==> config.mk <==
export PLATFORM = sky130hd
export DESIGN_NAME = distance_volume_spatializer_core
export DESIGN_NICKNAME = d
export VERILOG_FILES = /design/src/hdl/dvs_pkg.sv /design/src/hdl/distance_volume_spatializer_core.sv /design/src/hdl/dvs_divider.sv /design/src/hdl/dvs_sqrt.sv
export SDC_FILE = /design/constraint.sdc
export NUM_CORES = 2
export LEC_CHECK = 0
export ABC_AREA = 1
export BUFFER_PORTS_ARGS = -buffer_cell sky130_fd_sc_hd__buf_2
export CAP_MARGIN = 20
export CORE_ASPECT_RATIO = 1.2
export CORE_MARGIN = 2
export CORE_UTILIZATION = 55
export CTS_BUF_LIST = sky130_fd_sc_hd__clkbuf_8
export CTS_CLUSTER_DIAMETER = 40
export DETAILED_ROUTE_END_ITERATION = 7
export GPL_TIMING_DRIVEN = 0
export HOLD_SLACK_MARGIN = 0.02
export PLACE_DENSITY = 0.71
export SYNTH_ARGS = -nofsm -noshare
export SYNTH_HDL_FRONTEND = slang
export SYNTH_SLANG_ARGS = --single-unit
==> constraint.sdc <==
create_clock -name i_clk -period 9.1 [get_ports i_clk]
set_input_delay 0.91 -clock i_clk [delete_from_list [all_inputs] [get_ports i_clk]]
set_output_delay 0.91 -clock i_clk [all_outputs]
set_load 0.005 [all_outputs]
==> src/hdl/dvs_pkg.sv <==
// Shared types, codes and constants of the distance volume spatializer.
package dvs_pkg;

    // Field widths of the stream items
    localparam int COORD_W   = 16;
    localparam int CHAN_W    = 4;
    localparam int VOL_W     = 16;
    localparam int OPCODE_W  = 3;
    localparam int CFG_IDX_W = 3;
    localparam int CFG_DAT_W = 16;
    localparam int RADIUS_W  = 15;
    localparam int WRAP_W    = 15;

    // Default table depth
    localparam int DEFAULT_CHANNELS = 16;

    // Divider: quotient bits and divisor bits
    localparam int DIV_Q_W = 18;
    localparam int DIV_D_W = 16;

    // Square root unit: radicand bits (even) and root bits
    localparam int ROOT_IN_W  = 34;
    localparam int ROOT_OUT_W = ROOT_IN_W / 2;

    // Fixed-point constants
    localparam logic [14:0] Q14_ONE = 15'd16384;
    localparam logic [15:0] VOL_MAX = 16'hFFFF;

    // Register reset values
    localparam logic [RADIUS_W-1:0] RADIUS_RESET = 15'd1024;
    localparam logic [VOL_W-1:0]    MASTER_RESET = 16'd16384;
    localparam logic [COORD_W-1:0]  TARGET_RESET = 16'd2048;

    typedef enum logic [OPCODE_W-1:0] {
        OP_SET_POS = 3'd0,
        OP_REMOVE  = 3'd1,
        OP_CLEAR   = 3'd2,
        OP_TARGET  = 3'd3,
        OP_UPDATE  = 3'd4
    } t_opcode;

    typedef enum logic [CFG_IDX_W-1:0] {
        REG_RADIUS = 3'd0,
        REG_MASTER = 3'd1,
        REG_WRAP_X = 3'd2,
        REG_WRAP_Y = 3'd3,
        REG_AUTO   = 3'd4
    } t_cfg_reg;

    typedef enum logic [3:0] {
        S_IDLE,
        S_SCAN,
        S_READ,
        S_WRAP,
        S_WDIV,
        S_WMUL,
        S_WSUB,
        S_SQUARE,
        S_SUM,
        S_ROOT,
        S_GAIN,
        S_GDIV,
        S_VOL,
        S_EMIT
    } t_state;

endpackage

==> src/hdl/distance_volume_spatializer_core.sv <==
// Top level: position memory, update sequencer and volume datapath.
//
//  Channel  | Direction | Contents
//  ---------+-----------+-------------------------------------------------
//  s stream | in        | tuser: opcode; tdata: channel, x_coord, y_coord
//  m stream | out       | tdata: out_channel, volume; tlast: last
//  cfg      | in        | write enable, register index, write data
//
// One item is taken at a time. Set, remove and target items start an update
// walk while auto update is on; an update visits each channel and, for a valid
// one, runs the wrap divisions, the root and, within radius, the gain division.
// Reset is synchronous and clears the valid bits; no clearing pass is run.
// A stalled output holds the sequencer in its emit step; input is taken
// again once the run has placed its final result in the output register.
module distance_volume_spatializer_core
    import dvs_pkg::*;
#(
    parameter int CHANNELS = DEFAULT_CHANNELS
) (
    input  logic                 i_clk,
    input  logic                 i_rst_n,
    input  logic                 i_s_tvalid,
    output logic                 o_s_tready,
    // [3:0] channel, [19:4] x_coord, [35:20] y_coord, [39:36] zero
    input  logic [39:0]          i_s_tdata,
    // [2:0] opcode
    input  logic [OPCODE_W-1:0]  i_s_tuser,
    output logic                 o_m_tvalid,
    input  logic                 i_m_tready,
    // [3:0] out_channel, [19:4] volume, [23:20] zero
    output logic [23:0]          o_m_tdata,
    output logic                 o_m_tlast,
    input  logic                 i_cfg_we,
    input  logic [CFG_IDX_W-1:0] i_cfg_addr,
    input  logic [CFG_DAT_W-1:0] i_cfg_wdata
);

    localparam int NCH = (CHANNELS > 16) ? 16 : CHANNELS;
    localparam int AW  = (NCH > 1) ? $clog2(NCH) : 1;

    // Configuration registers
    logic [RADIUS_W-1:0] r_radius;
    logic [VOL_W-1:0]    r_master;
    logic [WRAP_W-1:0]   r_wrap_x;
    logic [WRAP_W-1:0]   r_wrap_y;
    logic                r_auto;

    // State outside the memory
    logic [NCH-1:0]            r_valid;
    logic signed [COORD_W-1:0] r_tgt_x;
    logic signed [COORD_W-1:0] r_tgt_y;

    // Position memory, x in the low half
    logic [2*COORD_W-1:0] r_mem [NCH];
    logic [2*COORD_W-1:0] r_rd_data;

    t_state r_state, n_state;
    logic [AW-1:0] r_idx;

    // Input item fields
    t_opcode                   in_op;
    logic [CHAN_W-1:0]         in_ch;
    logic [COORD_W-1:0]        in_x;
    logic [COORD_W-1:0]        in_y;
    logic                      accept;
    logic                      ch_ok;

    assign in_op  = t_opcode'(i_s_tuser);
    assign in_ch  = i_s_tdata[3:0];
    assign in_x   = i_s_tdata[19:4];
    assign in_y   = i_s_tdata[35:20];
    assign ch_ok  = (32'(in_ch) < CHANNELS);
    assign accept = i_s_tvalid && o_s_tready;

    // Datapath registers
    logic signed [16:0] r_dx, r_dy;
    logic               r_neg_x, r_neg_y;
    logic signed [34:0] r_pw_x, r_pw_y;
    logic [15:0]        r_ax, r_ay;
    logic [31:0]        r_sq_x, r_sq_y;
    logic [14:0]        r_gain;
    logic [30:0]        r_prod;
    logic               r_m_valid;
    logic [CHAN_W-1:0]  r_m_ch;
    logic [VOL_W-1:0]   r_m_vol;
    logic               r_m_last;

    // Sequencer strobes
    logic rd_en, wdiv_start, root_start, gdiv_start, emit, slot_free;

    // Shared units
    logic [DIV_D_W-1:0] divx_rem0, divx_den, divx_rem, divy_rem;
    logic [DIV_Q_W-1:0] divx_num, divx_quot, divy_num, divy_quot;
    logic               divx_start, divx_done, divy_done;
    logic [ROOT_OUT_W-1:0] root;
    logic               root_done;

    logic [RADIUS_W-1:0] r_eff;
    logic                more_valid;
    logic signed [18:0]  num_x, num_y;

    assign r_eff     = (r_radius == '0) ? RADIUS_W'(1) : r_radius;
    assign slot_free = !r_m_valid || i_m_tready;

    // Any valid channel above the current index keeps the run going; none closes it
    always_comb begin
        more_valid = 1'b0;
        for (int i = 0; i < NCH; i++) begin
            if (r_valid[i] && (AW'(i) > r_idx)) more_valid = 1'b1;
        end
    end

    // Wrap numerators 2*d + w
    assign num_x = {r_dx[16], r_dx, 1'b0} + {4'b0, r_wrap_x};
    assign num_y = {r_dy[16], r_dy, 1'b0} + {4'b0, r_wrap_y};

    // The x divider also serves the gain division
    always_comb begin
        if (r_state == S_GAIN) begin
            divx_rem0 = DIV_D_W'(root >> 4);
            divx_num  = {root[3:0], 14'b0};
            divx_den  = {1'b0, r_eff};
        end else begin
            divx_rem0 = '0;
            divx_num  = num_x[18] ? DIV_Q_W'(-num_x) : num_x[17:0];
            divx_den  = {r_wrap_x, 1'b0};
        end
        divy_num   = num_y[18] ? DIV_Q_W'(-num_y) : num_y[17:0];
        divx_start = wdiv_start || gdiv_start;
    end

    dvs_divider u_div_x (
        .i_clk   (i_clk),
        .i_rst_n (i_rst_n),
        .i_start (divx_start),
        .i_rem0  (divx_rem0),
        .i_num   (divx_num),
        .i_den   (divx_den),
        .o_quot  (divx_quot),
        .o_rem   (divx_rem),
        .o_done  (divx_done)
    );

    dvs_divider u_div_y (
        .i_clk   (i_clk),
        .i_rst_n (i_rst_n),
        .i_start (wdiv_start),
        .i_rem0  ({DIV_D_W{1'b0}}),
        .i_num   (divy_num),
        .i_den   ({r_wrap_y, 1'b0}),
        .o_quot  (divy_quot),
        .o_rem   (divy_rem),
        .o_done  (divy_done)
    );

    dvs_sqrt u_sqrt (
        .i_clk      (i_clk),
        .i_rst_n    (i_rst_n),
        .i_start    (root_start),
        .i_radicand (ROOT_IN_W'({1'b0, r_sq_x} + {1'b0, r_sq_y})),
        .o_root     (root),
        .o_done     (root_done)
    );

    // Next state
    always_comb begin
        n_state = r_state;
        unique case (r_state)
            S_IDLE: begin
                if (accept) begin
                    case (in_op) inside
                        OP_SET_POS, OP_REMOVE: if (ch_ok && r_auto) n_state = S_SCAN;
                        OP_TARGET: if (r_auto) n_state = S_SCAN;
                        OP_UPDATE: n_state = S_SCAN;
                        default: n_state = S_IDLE;
                    endcase
                end
            end
            S_SCAN: begin
                if (r_valid[r_idx])                 n_state = S_READ;
                else if (r_idx == AW'(NCH - 1))     n_state = S_IDLE;
            end
            S_READ:   n_state = S_WRAP;
            S_WRAP:   n_state = S_WDIV;
            S_WDIV:   if (divx_done && divy_done) n_state = S_WMUL;
            S_WMUL:   n_state = S_WSUB;
            S_WSUB:   n_state = S_SQUARE;
            S_SQUARE: n_state = S_SUM;
            S_SUM:    n_state = S_ROOT;
            S_ROOT:   if (root_done) n_state = S_GAIN;
            S_GAIN:   n_state = (32'(root) >= 32'(r_eff)) ? S_VOL : S_GDIV;
            S_GDIV:   if (divx_done) n_state = S_VOL;
            S_VOL:    n_state = S_EMIT;
            S_EMIT: begin
                if (slot_free) n_state = more_valid ? S_SCAN : S_IDLE;
            end
            default:  n_state = S_IDLE;
        endcase
    end

    // Sequencer outputs
    always_comb begin
        o_s_tready = (r_state == S_IDLE);
        rd_en      = (r_state == S_SCAN) && r_valid[r_idx];
        wdiv_start = (r_state == S_WRAP);
        root_start = (r_state == S_SUM);
        gdiv_start = (r_state == S_GAIN) && (32'(root) < 32'(r_eff));
        emit       = (r_state == S_EMIT) && slot_free;
    end

    // Control registers
    always_ff @(posedge i_clk) begin
        if (!i_rst_n) begin
            r_state   <= S_IDLE;
            r_idx     <= '0;
            r_valid   <= '0;
            r_tgt_x   <= TARGET_RESET;
            r_tgt_y   <= TARGET_RESET;
            r_radius  <= RADIUS_RESET;
            r_master  <= MASTER_RESET;
            r_wrap_x  <= '0;
            r_wrap_y  <= '0;
            r_auto    <= 1'b1;
            r_m_valid <= 1'b0;
        end else begin
            r_state <= n_state;

            // Configuration writes
            if (i_cfg_we) begin
                unique case (i_cfg_addr)
                    REG_RADIUS: r_radius <= i_cfg_wdata[RADIUS_W-1:0];
                    REG_MASTER: r_master <= i_cfg_wdata;
                    REG_WRAP_X: r_wrap_x <= i_cfg_wdata[WRAP_W-1:0];
                    REG_WRAP_Y: r_wrap_y <= i_cfg_wdata[WRAP_W-1:0];
                    REG_AUTO:   r_auto   <= i_cfg_wdata[0];
                    default: ;
                endcase
            end

            // Item decode
            if (accept) begin
                case (in_op)
                    OP_SET_POS: if (ch_ok) r_valid[in_ch[AW-1:0]] <= 1'b1;
                    OP_REMOVE:  if (ch_ok) r_valid[in_ch[AW-1:0]] <= 1'b0;
                    OP_CLEAR:   r_valid <= '0;
                    OP_TARGET: begin
                        r_tgt_x <= in_x;
                        r_tgt_y <= in_y;
                    end
                    default: ;
                endcase
            end

            // Channel walk
            if (r_state == S_IDLE) begin
                r_idx <= '0;
            end else if ((r_state == S_SCAN) && !r_valid[r_idx] &&
                         (r_idx != AW'(NCH - 1))) begin
                r_idx <= r_idx + 1'b1;
            end else if (emit && more_valid) begin
                r_idx <= r_idx + 1'b1;
            end

            // Output register
            if (emit)            r_m_valid <= 1'b1;
            else if (i_m_tready) r_m_valid <= 1'b0;
        end
    end

    // Position memory: written by set position, read by the walk
    always_ff @(posedge i_clk) begin
        if (accept && (in_op == OP_SET_POS) && ch_ok) begin
            r_mem[in_ch[AW-1:0]] <= {in_y, in_x};
        end
        if (rd_en) begin
            r_rd_data <= r_mem[r_idx];
        end
    end

    // Volume datapath
    always_ff @(posedge i_clk) begin
        case (r_state)
            S_READ: begin
                r_dx <= 17'($signed(r_rd_data[15:0])) - 17'(r_tgt_x);
                r_dy <= 17'($signed(r_rd_data[31:16])) - 17'(r_tgt_y);
            end
            S_WRAP: begin
                r_neg_x <= num_x[18];
                r_neg_y <= num_y[18];
            end
            S_WMUL: begin
                // Floor quotient times the interval
                r_pw_x <= (r_neg_x ?
                           -$signed({1'b0, divx_quot + 18'(divx_rem != '0)}) :
                           $signed({1'b0, divx_quot})) * $signed({1'b0, r_wrap_x});
                r_pw_y <= (r_neg_y ?
                           -$signed({1'b0, divy_quot + 18'(divy_rem != '0)}) :
                           $signed({1'b0, divy_quot})) * $signed({1'b0, r_wrap_y});
            end
            S_WSUB: begin
                logic signed [16:0] wx, wy;
                wx = (r_wrap_x != '0) ? 17'(35'(r_dx) - r_pw_x) : r_dx;
                wy = (r_wrap_y != '0) ? 17'(35'(r_dy) - r_pw_y) : r_dy;
                r_ax <= wx[16] ? 16'(-wx) : wx[15:0];
                r_ay <= wy[16] ? 16'(-wy) : wy[15:0];
            end
            S_SQUARE: begin
                r_sq_x <= r_ax * r_ax;
                r_sq_y <= r_ay * r_ay;
            end
            S_GAIN:   r_gain <= '0;
            S_GDIV:   if (divx_done) r_gain <= Q14_ONE - 15'(divx_quot);
            S_VOL:    r_prod <= r_gain * r_master;
            S_EMIT: begin
                if (slot_free) begin
                    r_m_ch   <= CHAN_W'(r_idx);
                    r_m_vol  <= (r_prod[30:30] != '0) ? VOL_MAX : r_prod[29:14];
                    r_m_last <= !more_valid;
                end
            end
            default: ;
        endcase
    end

    assign o_m_tvalid = r_m_valid;
    assign o_m_tdata  = {4'b0, r_m_vol, r_m_ch};
    assign o_m_tlast  = r_m_last;

endmodule

==> src/hdl/dvs_divider.sv <==
// Iterative restoring divider, one quotient bit per cycle.
module dvs_divider
    import dvs_pkg::*;
(
    input  logic               i_clk,
    input  logic               i_rst_n,
    input  logic               i_start,
    input  logic [DIV_D_W-1:0] i_rem0,
    input  logic [DIV_Q_W-1:0] i_num,
    input  logic [DIV_D_W-1:0] i_den,
    output logic [DIV_Q_W-1:0] o_quot,
    output logic [DIV_D_W-1:0] o_rem,
    output logic               o_done
);

    localparam int CNT_W = $clog2(DIV_Q_W);

    logic [DIV_D_W-1:0] r_rem;
    logic [DIV_Q_W-1:0] r_sh;
    logic [DIV_D_W-1:0] r_den;
    logic [CNT_W-1:0]   r_cnt;
    logic               r_busy;
    logic               r_done;

    logic [DIV_D_W:0]   trial;
    logic               ge;
    logic [DIV_D_W-1:0] n_rem;

    // One trial subtraction of the partial remainder
    always_comb begin
        trial = {r_rem, r_sh[DIV_Q_W-1]};
        ge    = (trial >= {1'b0, r_den});
        n_rem = ge ? DIV_D_W'(trial - {1'b0, r_den}) : DIV_D_W'(trial);
    end

    // Control
    always_ff @(posedge i_clk) begin
        if (!i_rst_n) begin
            r_busy <= 1'b0;
            r_done <= 1'b0;
            r_cnt  <= '0;
        end else begin
            r_done <= 1'b0;
            if (i_start) begin
                r_busy <= 1'b1;
                r_cnt  <= '0;
            end else if (r_busy) begin
                r_cnt <= r_cnt + 1'b1;
                if (r_cnt == CNT_W'(DIV_Q_W - 1)) begin
                    r_busy <= 1'b0;
                    r_done <= 1'b1;
                end
            end
        end
    end

    // Datapath
    always_ff @(posedge i_clk) begin
        if (i_start) begin
            r_rem <= i_rem0;
            r_sh  <= i_num;
            r_den <= i_den;
        end else if (r_busy) begin
            r_rem <= n_rem;
            r_sh  <= {r_sh[DIV_Q_W-2:0], ge};
        end
    end

    assign o_quot = r_sh;
    assign o_rem  = r_rem;
    assign o_done = r_done;

endmodule

==> src/hdl/dvs_sqrt.sv <==
// Iterative integer square root, one root bit per cycle.
module dvs_sqrt
    import dvs_pkg::*;
(
    input  logic                  i_clk,
    input  logic                  i_rst_n,
    input  logic                  i_start,
    input  logic [ROOT_IN_W-1:0]  i_radicand,
    output logic [ROOT_OUT_W-1:0] o_root,
    output logic                  o_done
);

    localparam int CNT_W = $clog2(ROOT_OUT_W);

    logic [ROOT_IN_W-1:0] r_n;
    logic [ROOT_IN_W-1:0] r_res;
    logic [ROOT_IN_W-1:0] r_bit;
    logic [CNT_W-1:0]     r_cnt;
    logic                 r_busy;
    logic                 r_done;

    logic [ROOT_IN_W-1:0] trial;
    logic                 ge;

    always_comb begin
        trial = r_res + r_bit;
        ge    = (r_n >= trial);
    end

    // Control
    always_ff @(posedge i_clk) begin
        if (!i_rst_n) begin
            r_busy <= 1'b0;
            r_done <= 1'b0;
            r_cnt  <= '0;
        end else begin
            r_done <= 1'b0;
            if (i_start) begin
                r_busy <= 1'b1;
                r_cnt  <= '0;
            end else if (r_busy) begin
                r_cnt <= r_cnt + 1'b1;
                if (r_cnt == CNT_W'(ROOT_OUT_W - 1)) begin
                    r_busy <= 1'b0;
                    r_done <= 1'b1;
                end
            end
        end
    end

    // Digit recurrence
    always_ff @(posedge i_clk) begin
        if (i_start) begin
            r_n   <= i_radicand;
            r_res <= '0;
            r_bit <= ROOT_IN_W'(1) << (ROOT_IN_W - 2);
        end else if (r_busy) begin
            if (ge) begin
                r_n   <= r_n - trial;
                r_res <= (r_res >> 1) + r_bit;
            end else begin
                r_res <= r_res >> 1;
            end
            r_bit <= r_bit >> 2;
        end
    end

    assign o_root = r_res[ROOT_OUT_W-1:0];
    assign o_done = r_done;

endmodule
[After elaboration in Yosys (flattened, before gate mapping)]
Memory sizes are Yosys's and may differ from the RTL's. A register that Yosys moved wholly into a read port is not among the register bits.
Cells that the tools add are included.
Operators by class
  $add $sub $neg: 25
  multipliers: 5
  magnitude comparators: 24
  eq/ne operators: 32
  muxes and demuxes: 79
  bitwise gates (word level): 7
  reductions and logical operators: 66
Operator list (number)
  $mux 34: 4
  $mux 18: 7
  $mux 16: 6
  $mul 35x16->17: 2
  $mux 35: 2
  $neg 18->35: 2
  $mul 16x16->32: 2
  $pmux 4 s14: 1
  $mux 4: 12
  $pmux 16 s3: 1
  $mux 15: 3
  $add 18x16->19: 2
  $add 18x1->18: 2
  $mux 1: 36
  $neg 18->18: 2
  $add 33x33->34: 1
  $add 34x33->34: 1
  $ge 17x16->1: 2
  $ge 34x34->1: 1
  $mux 17: 2
  $sub 16x16->17: 2
  $sub 17x17->17: 2
  $sub 34x34->34: 1
  $add 32x32->33: 1
  49 further kinds: 141
Storage, ports and cells
  flip-flop bits (word level): 557
  RAM bits: 512
  bits of input ports: 67
  output and inout bits: 27
  logic and storage cells: 285
  memories: 1
Memories
  r_mem: words 16, bits a word 32, rd ports 1, clocked after Yosys merged registers in 1, wr ports 1, RTL line distance_volume_spatializer_core.sv:54  | logic [2*COORD_W-1:0] r_mem [NCH];

[Depth between registers and ports, before layout]
  depth after elaboration: 21
  depth in mapped cells: 46
  gate-level depth less buffers: 46

[Hierarchy]
From an unflattened synthesis, not the netlist that was laid out.
Unflattened totals
  cell total of the unflattened synthesis: 10536
  area total of the unflattened synthesis: 89744.8 um^2
By module, submodules not included
  distance_volume_spatializer_core: instances 1, cells each 8086, area each 73156.4 um^2, sequential area each 25234.2 um^2
  dvs_sqrt: instances 1, cells each 1550, area each 9449.1 um^2, sequential area each 2182.1 um^2
  dvs_divider: instances 2, cells each 450, area each 3569.7 um^2, sequential area each 1641.6 um^2

[Worst setup path before layout]
Ideal clock, no wire load.
  kind: register to register
  start: reg u_div_x.r_rem[0], in the netlist u_div_x.o_rem[0]
  end: reg r_pw_x[16] (data pin)
  setup time: 0.252 ns
  data arrival time: 6.940 ns
  data required time: 8.848 ns
  path slack: 1.908 ns
  cell stages (with the launch flop): 38
  buffers on the path: 0
  period minus slack after synthesis: 7.192 ns
  cell sequence: edfxtp_1 > nor4_1 > nand4_1 > ha_1 > ha_1 > inv_1 > ha_1 > nand3_1 > nor2_1 > nand3_4 > nor2_4 > nand2_1 > nand2_1 > nand3_1 > nand2_2 > nand2_1 > fa_1 > fa_1 > [2 not listed] > inv_1 > fa_1 > inv_1 > fa_1 > inv_1 > fa_1 > inv_1 > ha_1 > a21oi_1 > o21ai_0 > nand2_1 > nand2_1 > a21oi_1 > xor2_1 > xnor2_1 > inv_1 > nand3_1 > nand2_1
Between the ends
  word-level cells in the longest chain between the ends: 5
Ends and longest elaborated chain
  from (decl): RTL line dvs_divider.sv:18  | logic [DIV_D_W-1:0] r_rem;
  from (signal assigned): RTL line dvs_divider.sv:60  | r_rem <= i_rem0;
  from (signal assigned): RTL line dvs_divider.sv:64  | r_rem <= n_rem;
  $reduce_bool 16->1: RTL line distance_volume_spatializer_core.sv:294  | -$signed({1'b0, divx_quot + 18'(divx_rem != '0)}) :
  $add 18x1->18: RTL line distance_volume_spatializer_core.sv:294
  $neg 18->35: RTL line distance_volume_spatializer_core.sv:294
  $mux 35: RTL line distance_volume_spatializer_core.sv:293  | r_pw_x <= (r_neg_x ?
  $mul 35x16->17: RTL line distance_volume_spatializer_core.sv:295  | $signed({1'b0, divx_quot})) * $signed({1'b0, r_wrap_x});
  to (signal assigned): RTL line distance_volume_spatializer_core.sv:293
  to (decl): RTL line distance_volume_spatializer_core.sv:78  | logic signed [34:0] r_pw_x, r_pw_y;
Every way passes these cells.
A chain may end at the register's enable or synchronous reset.

[Worst setup path in the final report]
  start: reg u_div_y.r_rem[12], in the netlist u_div_y.o_rem[12]
  end: reg r_pw_y[16] (data pin)
Between the ends
  word-level cells in the longest chain between the ends: 5
Ends and longest elaborated chain
  from (decl): RTL line dvs_divider.sv:18
  from (signal assigned): RTL line dvs_divider.sv:60
  from (signal assigned): RTL line dvs_divider.sv:64
  $reduce_bool 16->1: RTL line distance_volume_spatializer_core.sv:297  | -$signed({1'b0, divy_quot + 18'(divy_rem != '0)}) :
  $add 18x1->18: RTL line distance_volume_spatializer_core.sv:297
  $neg 18->35: RTL line distance_volume_spatializer_core.sv:297
  $mux 35: RTL line distance_volume_spatializer_core.sv:296  | r_pw_y <= (r_neg_y ?
  $mul 35x16->17: RTL line distance_volume_spatializer_core.sv:298  | $signed({1'b0, divy_quot})) * $signed({1'b0, r_wrap_y});
  to (signal assigned): RTL line distance_volume_spatializer_core.sv:296
  to (decl): RTL line distance_volume_spatializer_core.sv:78
Every way passes these cells.

==> summary.md <==
* number of buffers inserted during clock tree synthesis: 185
* depth of the worst register-to-register path: 39
* final cycle utilization of the critical path: 0.9405
* number of max-cap violations: 0
* GRT Util Overall: 0.3257
* Distinct cells, synth: 74
* Layout area overhead: 8.648%
* number of placement rows: 160
* number of gates resized after cts: 0
* area of the multi-input gates: 48590 µm²
* Power Total: 16000 µW
* kind of end point of the critical path: flip-flop
* count of final hold-check violations: 0
* number of setup violations in the final report: 0
* drt drc: 0
* number of antenna violations at the first check in global routing: 54
* Clk Latency, worst-skew pair: 950 ps
* CTS tree: built
* Main synth FF type: edfxtp_1
* post-synthesis share of cell area spent on and, or, nand and nor gates: 0.1611
* Buffers on Ports: 85
* cell repeated most along the worst path: nand2_1
* die width: 368.1 µm
* footprint of the flip-flops and latches: 30510 µm²
* synthesized-area fraction occupied by adder cells: 0.2535
* highest fanout seen on the critical path: 5
* Cell Area, Placed: 91250 µm²
* element type at the critical path start: flip-flop
* drt wl/cell: 20.85 µm
* Top Ports: 94
* Synth Area in Compound Gates: 0.1030
* endpoint required time on the critical path: 9730 ps
* worst-path cell with the longest stage delay: fa_1
* gpl congestion: 0.9560
* sequential area share after synthesis: 0.3487
* arrival time at the worst endpoint: 9190 ps
* buffer count from post-CTS setup fixing: 0
* post-synthesis mux area share: 0.0001573
* synthesized area divided by synthesized cell count: 8.709 µm²
* final sum of negative setup slack: 0 ps
* floorplan die area: 162300 µm²
* Clock Pin Slew Worst Setup and Hold Paths: 60 ps
* Core Region: 158200 µm²
* number of warnings printed during yosys synthesis: 0
* hold-critical path depth: 3
* vias in the first global route: 71120
* parity-gate share of the synthesized area counting xor and xnor cells: 0.03565
* number of instances in the placed design: 12270
* number of clock sinks: 1085
* total gr overflow: 0
* area of the mapped netlist: 87490 µm²
* cell count after synthesis: 10050
* total power density per cell area: 168.3 nW/µm²
* path category of the worst min-delay check: in2reg
* vertical die dimension: 440.9 µm
* master cell of the clock root buffer: clkbuf_8
* minimum setup slack in the final design: 541.3 ps
* remaining antenna violation count: 0
* result of the run: finished, final reports clean
* total leakage power: 0.04408 µW
* post-layout instance count excluding filler cells: 12640
* Clock Path Buffers: 3
* First DRT Iteration DRCs: 6763
* number of vias per cell: 5.636
* category of the most critical setup path: reg2reg
* maximum achievable frequency: 116.8 MHz
* synthesized flop and latch total: 1085
* filler cell count: 13830
* maximum level of the CTS H-tree: 4
* first-pass GRT wire length: 404500 µm
* number of flops mapped to enable cells by yosys: 878
* area of all placed cells without fillers: 95050 µm²
* First-pass DRT Iterations: 8
* worst supply voltage drop on vdd: 0.1861 mV
* Clock Skew: 56.61 ps
* transition time of the tightest slew-check pin: 1241 ps
* net total in the final layout: 11770
* total wirelength of the detailed-routed design: 263500 µm
* tightest slew margin relative to the limit: 0.1729
* starting density of the core: 0.5532
* setup repair after global routing missed its margin: no
* dpl ws: 600.6 ps
* min cycle time layout: 8559 ps
* fraction of registers with async set or reset after synthesis: 0
* dominant combinational cell family by area after synthesis: adder cells
* largest incremental delay on the critical path: 560 ps
* maximum number of pins on one net before global-route repair: 39
* half-perimeter wire length of the detailed placement result: 207100 µm
* number of vias in the routed layout: 71210
* count of final max-slew check failures: 0
* layout cells sized above 1: 0.05521
* CTS Hold Buffers Added: 0
-- cells in the mapped netlist, types with 21 or more instances --
library cell,number,area [µm²]
nor4_1,23,143.9
nand3_1,376,1882
nand2_2,28,175.2
dfxtp_1,207,4144
o21ai_1,41,205.2
nor3_1,85,425.4
xor2_1,250,2190
a211oi_1,28,210.2
o22ai_1,98,613.1
xnor2_1,103,902.1
buf_2,29,145.1
o21ai_0,642,3213
o211ai_1,41,307.8
a31oi_1,24,150.1
nor2_1,827,3104
nand4_1,68,425.4
a21oi_1,553,2768
nand2_1,1866,7004
fa_1,702,14050
or2_2,43,269.0
edfxtp_1,878,26370
inv_1,1862,6989
ha_1,649,8120
o221ai_1,62,543.0
nand3b_1,21,157.7
clkbuf_1,307,1152
-- final timing paths --
check / slack (ps) / endpoint / startpoint
worst max-delay path: 540 / r_pw_y[16] / u_div_y.o_rem[12]
worst min-delay path: 290 / r_auto / i_cfg_we
worst max register to register: 540 / r_pw_y[16] / u_div_y.o_rem[12]
worst min register to register: 460 / r_tgt_x[5] / r_tgt_x[5]
-- critical path: cells and delay by family (launching register included) --
| family | cells | cell delay [ps] |
|---|---|---|
| adder cells (fa/ha/maj) | 10 | 4170 |
| AND/OR/NAND/NOR | 18 | 2490 |
| buffers and inverters | 8 | 580 |
| AO/OA/AOI/OAI | 2 | 370 |
| flip-flops | 1 | 350 |
| XOR/XNOR | 1 | 290 |
-- power by group --
group / internal (µW) / switching [µW]
combinational: 1810 / 3680
sequential: 5800 / 268
clock: 2230 / 2210
-- stage by stage --
| step | utilization | hold slack [ps] |
|---|---|---|
| after floorplan | - | 402.9 |
| after global placement | 0.5726 | 439.6 |
| after detailed placement | 0.5770 | 450.3 |
| after CTS | 0.6005 | 189.6 |
| after global routing | 0.6009 | 220.1 |
| final | 0.6010 | 286.0 |
-- logic make-up (layout without fill, tap and decap cells) --
logic type,Yosys count,in the layout
AO/OA/AOI/OAI,1612,1612
XOR/XNOR,354,354
adder cells (fa/ha/maj),1351,1351
buffers and inverters,2253,2710
flip-flops,1085,1085
multiplexers,1,1
other,1,27
AND/OR/NAND/NOR,3389,3389
-- flip-flops by register name (all words and copies together) (netlist names), 17 cells and up --
signal and count:
u_div_y.o_quot 18, r_rd_data 32, u_div_x.o_quot 18, r_sq_y 31, u_sqrt.r_n 34, r_sq_x 31, r_dx 17, u_sqrt.r_bit 17
u_sqrt.r_res 34, r_mem 512, r_pw_x 17, r_dy 17, r_pw_y 17, r_prod 17
-- routing by layer --
layer	GRT usage	routed length, µm	vias to the layer above
met3	0.07438	23980	697
met1	0.4069	102000	34360
met5	0	233	-
met2	0.5407	124300	3004
li1	-	-	33120
met4	0.1450	12980	40
-- cells in the final DEF (no fill, tap or decap), types with 103 or more instances in the layout --
master | synthesis | final
clkbuf_8 | 0 | 193
xnor2_1 | 103 | 103
fa_1 | 702 | 702
ha_1 | 649 | 649
xor2_1 | 250 | 250
buf_2 | 29 | 116
edfxtp_1 | 878 | 878
inv_1 | 1862 | 1917
dfxtp_1 | 207 | 207
a21oi_1 | 553 | 553
o21ai_0 | 642 | 641
clkbuf_1 | 307 | 307
nand2_1 | 1866 | 1864
nor2_1 | 827 | 805
nand3_1 | 376 | 376
-- area by class of cell --
cell class | count | area share
multi-input combinational | 6711 | 0.5112
sequential | 1085 | 0.3210
inverter | 1893 | 0.07475
clock buffer | 193 | 0.02795
tap | 2106 | 0.02772
buffer | 360 | 0.01535
clock inverter | 149 | 0.01111
timing repair buffer | 115 | 0.01035
antenna | 23 | 0.0006055
Power figures use the tool's default switching activity.
